==> src/rtl/core/rdc_pkg.sv <==
// Shared types, sizes and the digit character map for the radix digit converter.
`timescale 1ns / 1ps

package rdc_pkg;

    // Sizes
    localparam int VALUE_BITS  = 32;
    localparam int MAX_DIGITS  = 32;
    localparam int DIGIT_ADDR_W = $clog2(MAX_DIGITS);
    localparam int BIT_CNT_W   = $clog2(VALUE_BITS);

    // Radix limits
    localparam logic [4:0] BASE_MIN = 5'd2;
    localparam logic [4:0] BASE_MAX = 5'd16;

    // Input word
    typedef struct packed {
        logic [31:0] value;
        logic [4:0]  base;
    } rdc_in_t;

    // Result word
    typedef struct packed {
        logic [6:0] digit_char;
        logic       is_last;
        logic       bad_base;
    } rdc_out_t;

    // Map a 4-bit digit to upper-case ASCII
    function automatic logic [6:0] digit_to_char(input logic [3:0] digit);
        logic [6:0] ext;
        ext = {3'b000, digit};
        if (digit < 4'd10) begin
            digit_to_char = 7'h30 + ext;
        end else begin
            digit_to_char = 7'h37 + ext;
        end
    endfunction

endpackage

==> src/rtl/core/rdc_ram.sv <==
// Generic single-write, single-read RAM with registered read data.
`timescale 1ns / 1ps

module rdc_ram #(
    parameter int WIDTH = 4,
    parameter int DEPTH = 32
) (
    input  logic                     aclk,
    input  logic                     we,
    input  logic [$clog2(DEPTH)-1:0] waddr,
    input  logic [WIDTH-1:0]         wdata,
    input  logic                     re,
    input  logic [$clog2(DEPTH)-1:0] raddr,
    output logic [WIDTH-1:0]         rdata
);

    logic [WIDTH-1:0] mem [DEPTH];
    logic [WIDTH-1:0] rdata_reg;

    // Write port and registered read port; read data holds when not enabled
    always_ff @(posedge aclk) begin
        if (we) begin
            mem[waddr] <= wdata;
        end
        if (re) begin
            rdata_reg <= mem[raddr];
        end
    end

    assign rdata = rdata_reg;

endmodule

==> src/rtl/core/radix_digit_converter_unit.sv <==
// Top level: integer to base-2..16 ASCII digit converter with a shared bit-serial divider.
//
//  Channel | Ports                        | Dir | Word
//  --------+------------------------------+-----+------------------------------------
//  s_      | s_valid, s_ready, s_data     | in  | value (32b), base (5b)
//  m_      | m_valid, m_ready, m_data     | out | digit_char (7b), is_last, bad_base
//
//  One restoring divider, one quotient bit a cycle, finds each digit in turn.
//  s_ready is high only between words; the last digit may still wait in the output register.
//  A stalled m_ready holds digit readout; reset is synchronous, active low, and clears control.
`timescale 1ns / 1ps

module radix_digit_converter_unit (
    input  logic              aclk,
    input  logic              aresetn,
    input  logic              s_valid,
    output logic              s_ready,
    input  rdc_pkg::rdc_in_t  s_data,
    output logic              m_valid,
    input  logic              m_ready,
    output rdc_pkg::rdc_out_t m_data
);

    localparam logic [2:0] ST_IDLE = 3'd0;
    localparam logic [2:0] ST_DIV  = 3'd1;
    localparam logic [2:0] ST_RD   = 3'd2;
    localparam logic [2:0] ST_LOAD = 3'd3;
    localparam logic [2:0] ST_ERR  = 3'd4;

    localparam int VB = rdc_pkg::VALUE_BITS;
    localparam int AW = rdc_pkg::DIGIT_ADDR_W;
    localparam int CW = rdc_pkg::BIT_CNT_W;

    logic [2:0]    state_reg, state_next;
    logic [VB-1:0] quot_reg, quot_next;
    logic [3:0]    rem_reg, rem_next;
    logic [4:0]    base_reg, base_next;
    logic [CW-1:0] bit_cnt_reg, bit_cnt_next;
    logic [AW-1:0] digit_idx_reg, digit_idx_next;

    logic              m_valid_reg, m_valid_next;
    rdc_pkg::rdc_out_t m_data_reg, m_data_next;

    logic [4:0]    trial;
    logic          trial_ge;
    logic [4:0]    trial_diff;
    logic [3:0]    rem_new;
    logic [VB-1:0] quot_new;
    logic          bit_last;
    logic          slot_free;
    logic          ram_we;
    logic          ram_re;
    logic [3:0]    ram_rdata;
    logic          in_fire;
    logic          base_bad;

    // Divider step: bring the next quotient bit into the partial remainder
    assign trial      = {rem_reg, quot_reg[VB-1]};
    assign trial_ge   = (trial >= base_reg);
    assign trial_diff = trial - base_reg;
    assign rem_new    = trial_ge ? trial_diff[3:0] : trial[3:0];
    assign quot_new   = {quot_reg[VB-2:0], trial_ge};
    assign bit_last   = (bit_cnt_reg == CW'(VB - 1));

    assign s_ready   = (state_reg == ST_IDLE);
    assign in_fire   = s_valid && s_ready;
    assign base_bad  = (s_data.base < rdc_pkg::BASE_MIN) || (s_data.base > rdc_pkg::BASE_MAX);
    assign slot_free = !m_valid_reg || m_ready;
    assign ram_we    = (state_reg == ST_DIV) && bit_last;
    assign ram_re    = (state_reg == ST_RD);

    // Digit store, least significant digit at address zero
    rdc_ram #(
        .WIDTH (4),
        .DEPTH (rdc_pkg::MAX_DIGITS)
    ) u_digit_store (
        .aclk  (aclk),
        .we    (ram_we),
        .waddr (digit_idx_reg),
        .wdata (rem_new),
        .re    (ram_re),
        .raddr (digit_idx_reg),
        .rdata (ram_rdata)
    );

    // Sequencer: divide per digit, then read digits back from the top index down; a bad base gives one error word
    always_comb begin
        state_next     = state_reg;
        quot_next      = quot_reg;
        rem_next       = rem_reg;
        base_next      = base_reg;
        bit_cnt_next   = bit_cnt_reg;
        digit_idx_next = digit_idx_reg;
        m_valid_next   = m_valid_reg;
        m_data_next    = m_data_reg;

        // Drop the output word once taken
        if (m_valid_reg && m_ready) begin
            m_valid_next = 1'b0;
        end

        case (state_reg)
            ST_IDLE: begin
                if (in_fire) begin
                    quot_next      = VB'(s_data.value);
                    rem_next       = 4'd0;
                    base_next      = s_data.base;
                    bit_cnt_next   = '0;
                    digit_idx_next = '0;
                    state_next     = base_bad ? ST_ERR : ST_DIV;
                end
            end
            ST_DIV: begin
                quot_next    = quot_new;
                rem_next     = rem_new;
                bit_cnt_next = bit_cnt_reg + 1'b1;
                if (bit_last) begin
                    rem_next     = 4'd0;
                    bit_cnt_next = '0;
                    // Stop on zero quotient or a full store; the index then points at the top digit
                    if (quot_new == '0 || digit_idx_reg == AW'(rdc_pkg::MAX_DIGITS - 1)) begin
                        state_next = ST_RD;
                    end else begin
                        digit_idx_next = digit_idx_reg + 1'b1;
                    end
                end
            end
            ST_RD: begin
                state_next = ST_LOAD;
            end
            ST_LOAD: begin
                // Hold the read data until the output register frees up
                if (slot_free) begin
                    m_valid_next           = 1'b1;
                    m_data_next.digit_char = rdc_pkg::digit_to_char(ram_rdata);
                    m_data_next.is_last    = (digit_idx_reg == '0);
                    m_data_next.bad_base   = 1'b0;
                    if (digit_idx_reg == '0) begin
                        state_next = ST_IDLE;
                    end else begin
                        digit_idx_next = digit_idx_reg - 1'b1;
                        state_next     = ST_RD;
                    end
                end
            end
            ST_ERR: begin
                if (slot_free) begin
                    m_valid_next           = 1'b1;
                    m_data_next.digit_char = 7'd0;
                    m_data_next.is_last    = 1'b1;
                    m_data_next.bad_base   = 1'b1;
                    state_next             = ST_IDLE;
                end
            end
            default: begin
                state_next = ST_IDLE;
            end
        endcase
    end

    // Control registers
    always_ff @(posedge aclk) begin
        if (!aresetn) begin
            state_reg   <= ST_IDLE;
            m_valid_reg <= 1'b0;
        end else begin
            state_reg   <= state_next;
            m_valid_reg <= m_valid_next;
        end
    end

    // Datapath registers
    always_ff @(posedge aclk) begin
        quot_reg      <= quot_next;
        rem_reg       <= rem_next;
        base_reg      <= base_next;
        bit_cnt_reg   <= bit_cnt_next;
        digit_idx_reg <= digit_idx_next;
        m_data_reg    <= m_data_next;
    end

    assign m_valid = m_valid_reg;
    assign m_data  = m_data_reg;

endmodule

==> config.mk <==
export PLATFORM = sky130hd
export DESIGN_NAME = radix_digit_converter_unit
export DESIGN_NICKNAME = d
export VERILOG_FILES = /design/src/rtl/core/rdc_pkg.sv /design/src/rtl/core/rdc_ram.sv /design/src/rtl/core/radix_digit_converter_unit.sv
export SDC_FILE = /design/constraint.sdc
export NUM_CORES = 1
export LEC_CHECK = 0
export BUFFER_PORTS_ARGS = -buffer_cell sky130_fd_sc_hd__buf_2
export CORE_MARGIN = 3
export CORE_UTILIZATION = 65
export CTS_CLUSTER_DIAMETER = 50
export DETAILED_ROUTE_END_ITERATION = 16
export PLACE_DENSITY = 0.84
export SKIP_CTS_REPAIR_TIMING = 1
export SLEW_MARGIN = 20
export SYNTH_ARGS = -nofsm -noshare
export SYNTH_HDL_FRONTEND = slang
export SYNTH_SLANG_ARGS = --single-unit
==> constraint.sdc <==
create_clock -name aclk -period 5 [get_ports aclk]
set_clock_uncertainty 0.1 [all_clocks]
set_input_delay 0 -clock aclk [delete_from_list [all_inputs] [get_ports aclk]]
set_output_delay 0 -clock aclk [all_outputs]
set_load 0.01 [all_outputs]
# After elaboration in Yosys (flattened, before gate mapping)
# Memory sizes are Yosys's and may differ from the RTL's. A register that Yosys moved wholly into a read port is not among the register bits.
# Index checks and enable logic that the tools add are counted.
# W data, S select, Z words.
[totals] regBits=64 mem_bits_rw=128 input_bits=41 out_inout_bits=11 n_memories=1
[memory_table] name="u_digit_store.mem" words=32 width=4 rd=1 rd_ports_with_merged_regs=1 wr=1 line="rdc_ram.sv:17" rtl="logic [WIDTH-1:0] mem [DEPTH];"
[op_classes] addsub=6 magnitude_cmp=4 eq_ne=13 mux=31 reduce_logical=19
[op_table] cell="$pmux W32 S2" n=1
[op_table] cell="$logic_not A32 Y1" n=1
[op_table] cell="$mux W32" n=1
[op_table] cell="$mux W5" n=6
[op_table] cell="$mux W3" n=6
[op_table] cell="$mux W9" n=2
[op_table] cell="$pmux W9 S2" n=1
[op_table] cell="$pmux W3 S5" n=1
[op_table] cell="$pmux W5 S3" n=1
[op_table] cell="$add A6 B4 Y7 const A" n=2
[op_table] cell="$mux W4" n=3
[op_table] cell="$add A5 B1 Y5 const B" n=2
[op_table] cell="$eq A5 B5 Y1 const B" n=2
[op_table] cell="$ne A2 B2 Y1 const B" n=5
[op_table] cell="$pmux W5 S2" n=1
[op_table] cell="$pmux W4 S2" n=1
[op_table] cell="$mux W7" n=1
[op_table] cell="$eq A3 B2 Y1 const B" n=2
[op_table] cell="$reduce_and A6 Y1" n=1
[op_table] cell="$ge A5 B5 Y1" n=1
[op_table] cell="$gt A5 B5 Y1 const B" n=1
[op_table] cell="$logic_not A5 Y1" n=1
[op_table] cell="$lt A5 B2 Y1 const B" n=1
[op_table] cell="$mux W1" n=5
[op_table] cell="17 further kinds" n=24

# Longest topological paths before layout
# Gate-level depths: netlist of the first run.
[logic_depth] word_depth=6 ltp_mapped=9

# Cells and area by module
# Synthesis of the first run repeated with hierarchy kept, for this count alone.
[unflattened] cells_unflattened=482 area_unflattened_um2=8458.1
[modules_own_cells] mod="rdc_ram" n_inst=1 cells_per_inst=231 area_each_um2=5178.7 seq_area_each_um2=3963.8
[modules_own_cells] mod="radix_digit_converter_unit" n_inst=1 cells_per_inst=251 area_each_um2=3279.4 seq_area_each_um2=1881.8

# Worst setup path after synthesis of the first run
# Ideal clock, no wire load.
[synth_timing] path_type="reg2reg" startpoint="reg rem_reg[1]" endpoint="reg rem_reg[0], data pin" setup_ps=138 t_arrival_ps=2789 setup_slack_ps=1973 stages_incl_launch_ff=7 path_buffers=0 path_cell_list="edfxtp_1 > ha_1 > a21oi_2 > o21ai_2 > a311oi_4 > mux2i_1 > and3b_1"
[synth_between] elab_chain_cells=4
[synth_lines] item="start, declared" line="radix_digit_converter_unit.sv:36" rtl="logic [3:0] rem_reg, rem_next;"
[synth_lines] item="start signal, assigned" line="radix_digit_converter_unit.sv:175" rtl="rem_reg <= rem_next;"
[synth_lines] item="$ge A5 B5 Y1" line="radix_digit_converter_unit.sv:59" rtl="assign trial_ge = (trial >= base_reg);"
[synth_lines] item="$mux W4" line="radix_digit_converter_unit.sv:61" rtl="assign rem_new = trial_ge ? trial_diff[3:0] : trial[3:0];"
[synth_lines] item="net rem_new[0]" line="radix_digit_converter_unit.sv:47" rtl="logic [3:0] rem_new;"
[synth_lines] item="$mux W4" line="radix_digit_converter_unit.sv:117" rtl="if (bit_last) begin"
[synth_lines] item="$pmux W4 S2" line="radix_digit_converter_unit.sv:102" rtl="case (state_reg)"
# The timed path passes the listed nets, and every way through them passes these cells.
# A chain may end at the register's enable or synchronous reset.

==> results of run 1 <==
layout by cell type, fill, tap and decap left out, types with 6 or more instances in the layout:
cell type	n
nand4_1	6
inv_1	26
ha_1	11
dlygate4sd3_1	39
nand2_1	11
nand3_1	9
mux2_2	31
a21oi_1	9
nor4_1	7
edfxtp_1	192
buf_2	51
nor3_1	7
clkbuf_16	17
mux4_2	32
a22oi_1	8
nor2_1	52
where the power goes:
group          total (uW)  switching, uW  internal, uW
clock network        1270            583           683
logic                 678            425           252
registers            2180           92.5          2090
total                4120           1100          3020
area by class of cell:
cell class,count,area share
clock buffers,19,0.0445
clock inverters,13,0.0109
inverters,26,0.0100
multi-input cells,260,0.243
flip-flops and latches,196,0.601
well taps,168,0.0216
repair buffers,94,0.0694
how the worst max path moves through the flow:
| stage | from | endpoint | slack [ns] | cells past startpoint |
|---|---|---|---|---|
| after floorplan | rem_reg[1] | rem_reg[0] | 1.97 | 6 |
| after global routing | digit_idx_reg[0] | u_digit_store.rdata[3] | 1.57 | 6 |
| after detailed placement | digit_idx_reg[0] | u_digit_store.rdata[3] | 1.89 | 6 |
| after global placement | rem_reg[1] | u_digit_store.mem[12][1] | 1.98 | 6 |
| after CTS | digit_idx_reg[0] | u_digit_store.rdata[3] | 1.88 | 6 |
| final | digit_idx_reg[0] | u_digit_store.rdata[3] | 1.82 | 6 |
cells in the mapped netlist (5+ instances only):
cell,instances,area share
a21oi_1,9,0.0054
a22oi_1,8,0.0072
and3b_1,5,0.0052
buf_2,10,0.0060
clkbuf_1,9,0.0040
edfxtp_1,192,0.69
ha_1,11,0.016
inv_1,26,0.012
mux2_2,31,0.042
mux4_2,32,0.086
nand2_1,12,0.0054
nand3_1,9,0.0054
nand4_1,6,0.0045
nor2_1,52,0.023
nor3_1,7,0.0042
nor4_1,7,0.0052
o22ai_1,5,0.0037
xnor2_1,5,0.0052
stage by stage:
stage | worst slack (ns) | util | total power [uW] | hold WS, ns
2_1_floorplan | 1.97 | - | 2620 | -0.00113
3_3_place_gp | 1.98 | 0.715 | 2820 | 0.0900
3_5_place_dp | 1.89 | 0.715 | 2840 | 0.0966
4_1_cts | 1.88 | 0.759 | 4080 | -0.352
5_1_grt | 1.57 | 0.790 | 4280 | 0.00130
6_report | 1.82 | 0.790 | 4120 | -0.0346
cells by family after synthesis:
logic type | Yosys count
buf+inv | 47
fa+ha+maj | 13
compound gates | 47
flops | 196
mux | 67
simple gates | 124
xor+xnor | 9
critical path, delay by kind of cell, from the launching register on:
kind	cells	cell delay, ns
compound gates	2	0.46
flops	1	1.07
buf+inv	2	0.58
simple gates	1	0.14
mux	1	0.56
layer usage:
layer / up-vias / wire [um]
met3: 40 / 1350
met1: 2444 / 7180
met4: 0 / 598
met2: 312 / 9480
met5: - / 0
li1: 2151 / -
==> impl_metrics.env, run 1 <==
export IMPL_status="finished, violations left"
export IMPL_failed_checks="hold timing"
export IMPL_worst_path_max_fanout=22
export IMPL_synthCells=503
export IMPL_worst_path_largest_cell_delay_ns=1.07
export IMPL_worstRegToRegCells=6
export IMPL_grt_met3_usage=0.0570
export IMPL_synth_ff_latch_count=196
export IMPL_synthesis_area_per_instance_um2=16.7
export IMPL_detailroute_via_count=4947
export IMPL_largest_reg_flops=128
export IMPL_clock_tree_buffer_depth=2
export IMPL_final_cell_area_um2=9730
export IMPL_port_buffer_count=51
export IMPL_die_width_um=120
export IMPL_synthSimpleGateAreaFrac=0.0748
export IMPL_groute_layer_met1_usage=0.338
export IMPL_cts_buffers=17
export IMPL_synth_top_flop_cell="edfxtp_1"
export IMPL_ys_async_sr_fraction=0
export IMPL_dp_cells=705
export IMPL_timing_final_crit_share=0.636
export IMPL_timing_hold_worst_endpoint="state_reg[0]"
export IMPL_gr_max_usage_layer="met2"
export IMPL_cp_data_required_time_ns=5.06
export IMPL_synth_top_family_by_area="multiplexers"
export IMPL_synth_adder_area_share=0.0212
export IMPL_max_cap_violations=0
export IMPL_complex_gate_fraction_of_the_synthesized_area=0.0414
export IMPL_synthMuxAreaShare=0.133
export IMPL_yosys_warnings=0
export IMPL_reg2reg_setup_slack_ns=1.82
export IMPL_tritoncts_num_sinks=196
export IMPL_grt_overflow_total=0
export IMPL_detailedPlacementHpwl_mm=10.5
export IMPL_startpoint_type="flop"
export IMPL_fill_cells=645
export IMPL_number_of_synthesized_flops_with_an_enable_pin=192
export IMPL_synthXorXnorAreaFrac=0.00939
export IMPL_hold_start="s_valid"
export IMPL_rr_endpoint="u_digit_store.rdata[3]"
export IMPL_final_instance_count_excl_fill=776
export IMPL_critical_path_slowest_cell="edfxtp_1"
export IMPL_grt_total_usage=0.249
export IMPL_vias_per_cell=6.38
export IMPL_multi_input_area_um2=2360
export IMPL_maximum_number_of_pins_on_one_net_before_global_route_repair=42
export IMPL_synthesis_nets=557
export IMPL_start_util=0.682
export IMPL_cts_tree="done"
export IMPL_yosysSeqAreaShare=0.696
export IMPL_slew_limit_headroom=0.276
export IMPL_worst_slew_pin_transition_ns=1.09
export IMPL_core_um2=12300
export IMPL_antenna_violations_before_repair=0
export IMPL_timing_hold_violations_final=1
export IMPL_power_ir_vdd_worst_uv=270
export IMPL_area_sequential_um2=5850
export IMPL_remaining_drc_errors=0
export IMPL_netlist_area_um2=8400
export IMPL_placement_rows=40
export IMPL_replace_congestion=0.867
export IMPL_cellPowerDensity_nw_per_um2=424
export IMPL_placed_cell_area_um2=8800
export IMPL_min_path_cells=4
export IMPL_layout_min_cycle_time_ns=3.18
export IMPL_n_antenna_cell=0
export IMPL_antenna_violating_nets_post_route=0
export IMPL_setup_worst_path_end_class="flop"
export IMPL_maxClockFrequency_mhz=314
export IMPL_drive_above_1_share=0.262
export IMPL_min_path_type="in -> reg"
export IMPL_routed_wire_length_per_instance_um=24.0
export IMPL_grt_first_pass_wirelength_mm=26.5
export IMPL_grt_util_met2=0.405
export IMPL_finalNetCount=649
export IMPL_clockRootBuffer="clkbuf_16"
export IMPL_worstPathCellList="buf_4 > mux4_2 > inv_1 > o22ai_1 > a221oi_1 > nand3_1"
export IMPL_final_setup_viol_count=0
export IMPL_yosys_cell_types_count=52
export IMPL_crit_path_kind="reg -> reg"
export IMPL_worst_skew_pair_late_latency_ns=0.44
export IMPL_tns_ns=0
export IMPL_detail_route_first_pass_iterations=6
export IMPL_grt_setup_unrepaired="no"
export IMPL_p_leak_uw=0.00337
export IMPL_die_area_um2=14300
export IMPL_die_y_um=120
export IMPL_area_delta_synth_final_pct=15.9
export IMPL_h_tree_depth=4
export IMPL_cts_clk_slew_worst_paths_ns=0.06
export IMPL_dr_first_iter_drc_count=715
export IMPL_worstReg2RegStart="digit_idx_reg[0]"
export IMPL_floorplan_io_pins=52
export IMPL_crit_arrival_ns=3.25
export IMPL_maxSlewViolCount=0
export IMPL_vias_in_the_first_global_route=4747
export IMPL_hold_worst_slack_ns=-0.0346
export IMPL_routed_wl_mm=18.6
Note: power is estimated with default switching activity, not from simulation.
==> run 2: changes to the inputs <==
- CORE_UTILIZATION: 65 -> 60
- PLACE_DENSITY: 0.84 -> 0.79
- clock period: 5 -> 3 ns (I/O delays scaled with it)
==> run 2 against run 1 <==
The run now ends clean. Critical path depth stayed put. Sequential share of layout area is 0.59 points lower. Via count is 0.81% higher. Routed wire length is 2.0% lower. Fmax is 20% higher. Die area is 7.9% higher. Sequential power is 65% higher. Worst hold slack better by 0.24 ns. Sequential cell count stayed put. Non-clock buffer count is 8 higher. First-iteration DRC count is 10% lower. Highest routed layer unchanged.
==> impl_metrics.env, run 2 (same netlist as run 1, synthesis figures left out) <==
export IMPL_power_sequential_fraction=0.519
export IMPL_cp_data_required_time_ns=3.09
export IMPL_setup_worst_path_end_class="flop"
export IMPL_h_tree_depth=4
export IMPL_timing_hold_violations_final=0
export IMPL_pwr_share_comb=0.170
export IMPL_slew_limit_headroom=0.418
export IMPL_finalNetCount=657
export IMPL_die_area_um2=15500
export IMPL_cts_buffers=17
export IMPL_port_buffer_count=51
export IMPL_detail_route_first_pass_iterations=5
export IMPL_antenna_violations_before_repair=0
export IMPL_start_util=0.624
export IMPL_power_ir_vdd_worst_uv=464
export IMPL_n_antenna_cell=0
export IMPL_max_cap_violations=0
export IMPL_replace_congestion=0.822
export IMPL_vias_per_cell=6.30
export IMPL_antenna_violating_nets_post_route=0
export IMPL_final_core_utilization=0.731
export IMPL_p_leak_uw=0.00342
export IMPL_power_switching_fraction=0.258
export IMPL_vias_in_the_first_global_route=4831
export IMPL_core_um2=13500
export IMPL_critical_path_slowest_cell="a311oi_4"
export IMPL_floorplan_io_pins=52
export IMPL_worst_path_max_fanout=33
export IMPL_p_switching_uw=1790
export IMPL_maxSlewViolCount=0
export IMPL_timing_final_crit_share=0.887
export IMPL_clock_tree_buffer_depth=2
export IMPL_tns_ns=0
export IMPL_grt_overflow_total=0
export IMPL_maxClockFrequency_mhz=376
export IMPL_cts_tree="done"
export IMPL_area_delta_synth_final_pct=17.0
export IMPL_cts_clk_slew_worst_paths_ns=0.07
export IMPL_drive_above_1_share=0.265
export IMPL_die_width_um=124
export IMPL_routed_wire_length_per_instance_um=23.0
export IMPL_grt_first_pass_wirelength_mm=26.3
export IMPL_cellPowerDensity_nw_per_um2=704
export IMPL_clockRootBuffer="clkbuf_16"
export IMPL_tritoncts_num_sinks=196
export IMPL_final_setup_viol_count=0
export IMPL_status="finished clean"
export IMPL_dr_first_iter_drc_count=643
export IMPL_die_y_um=124
export IMPL_worstPathCellList="ha_1 > a21oi_2 > o21ai_2 > a311oi_4 > mux2_4 > and3b_1"
export IMPL_layout_min_cycle_time_ns=2.66
export IMPL_grt_setup_unrepaired="no"
export IMPL_placement_rows=42
export IMPL_totalPowerFinal_uw=6920
export IMPL_remaining_drc_errors=0
export IMPL_grt_total_usage=0.221
export IMPL_detailedPlacementHpwl_mm=10.7
export IMPL_crit_arrival_ns=2.75
export IMPL_leading_cell_type_in_the_layout_fill_and_taps_excluded="edfxtp_1"
export IMPL_clkPwrFrac=0.311
export IMPL_worst_path_largest_cell_delay_ns=0.50
export IMPL_routed_wl_mm=18.2
export IMPL_detailroute_via_count=4987
export IMPL_largest_reg_flops=128
export IMPL_worst_slew_pin_transition_ns=0.873
export IMPL_final_cell_area_um2=9830
export IMPL_startpoint_type="flop"
export IMPL_cell_internal_pwr_uw=5130
export IMPL_maximum_number_of_pins_on_one_net_before_global_route_repair=42
export IMPL_final_cell_mix="192 x edfxtp_1, 52 x nor2_1, 51 x buf_2"
export IMPL_crit_path_kind="reg -> reg"
export IMPL_placed_cell_area_um2=8870
export IMPL_min_path_type="in -> reg"
export IMPL_worst_skew_pair_late_latency_ns=0.44
-- run 2: cell count changes in the layout (fill, tap and decap cells not counted), sizes merged --
cell	before	now
inv	29	26
buf	55	61
clkinvlp	2	3
clkbuf	19	20
bufinv	1	2
dlygate4sd3	39	41
-- run 2: power by group through the flow --
| stage | Clock [uW] | Sequential, uW | Combinational (uW) |
|---|---|---|---|
| after global routing | 2280 | 3610 | 1290 |
| final | 2150 | 3590 | 1180 |
| after CTS | 2160 | 3580 | 1130 |
| after floorplan | 0 | 3580 | 780 |
| after global placement | 0 | 3630 | 1070 |
| after detailed placement | 0 | 3640 | 1110 |
-- run 2: cell type report --
type	count	area, um2
inverters	26	97.6
fillers	813	3620
clock inverters	12	114
flip-flops and latches	196	5850
clock buffers	20	437
repair buffers	102	753
well taps	176	220
multi-input cells	260	2360
-- run 2: worst max-delay path: cells and delay by family (launching register included) --
kind | cells | cell delay, ns
multiplexers | 1 | 0.50
flip-flops | 1 | 0.39
AND/OR/NAND/NOR | 1 | 0.24
adder cells (fa/ha/maj) | 1 | 0.40
AO/OA/AOI/OAI | 3 | 0.78
-- run 2: worst paths after layout --
check	startpoint	end	slack (ns)	depth (start not counted)
setup / recovery	rem_reg[1]	rem_reg[3]	0.34	6
hold / removal	s_data[2]	base_reg[2]	0.21	2
hold reg to reg	quot_reg[10]	quot_reg[11]	0.49	1
setup reg to reg	rem_reg[1]	rem_reg[3]	0.34	6
-- run 2: stage by stage --
| stage | cells | hold WS, ns | worst slack (ns) |
|---|---|---|---|
| 2_1_floorplan | 503 | -0.00113 | 0.293 |
| 3_3_place_gp | 719 | 0.102 | 0.416 |
| 3_5_place_dp | 719 | 0.0950 | 0.343 |
| 4_1_cts | 751 | -0.357 | 0.341 |
| 5_1_grt | 792 | 0.213 | 0.198 |
| 6_report | 792 | 0.205 | 0.338 |
-- run 2: layer usage --
layer	GRT usage	wire, um	vias up
met4	0.0683	561	0
li1	-	-	2173
met2	0.351	9470	283
met3	0.0575	1450	47
met5	0	0	-
met1	0.306	6750	2484
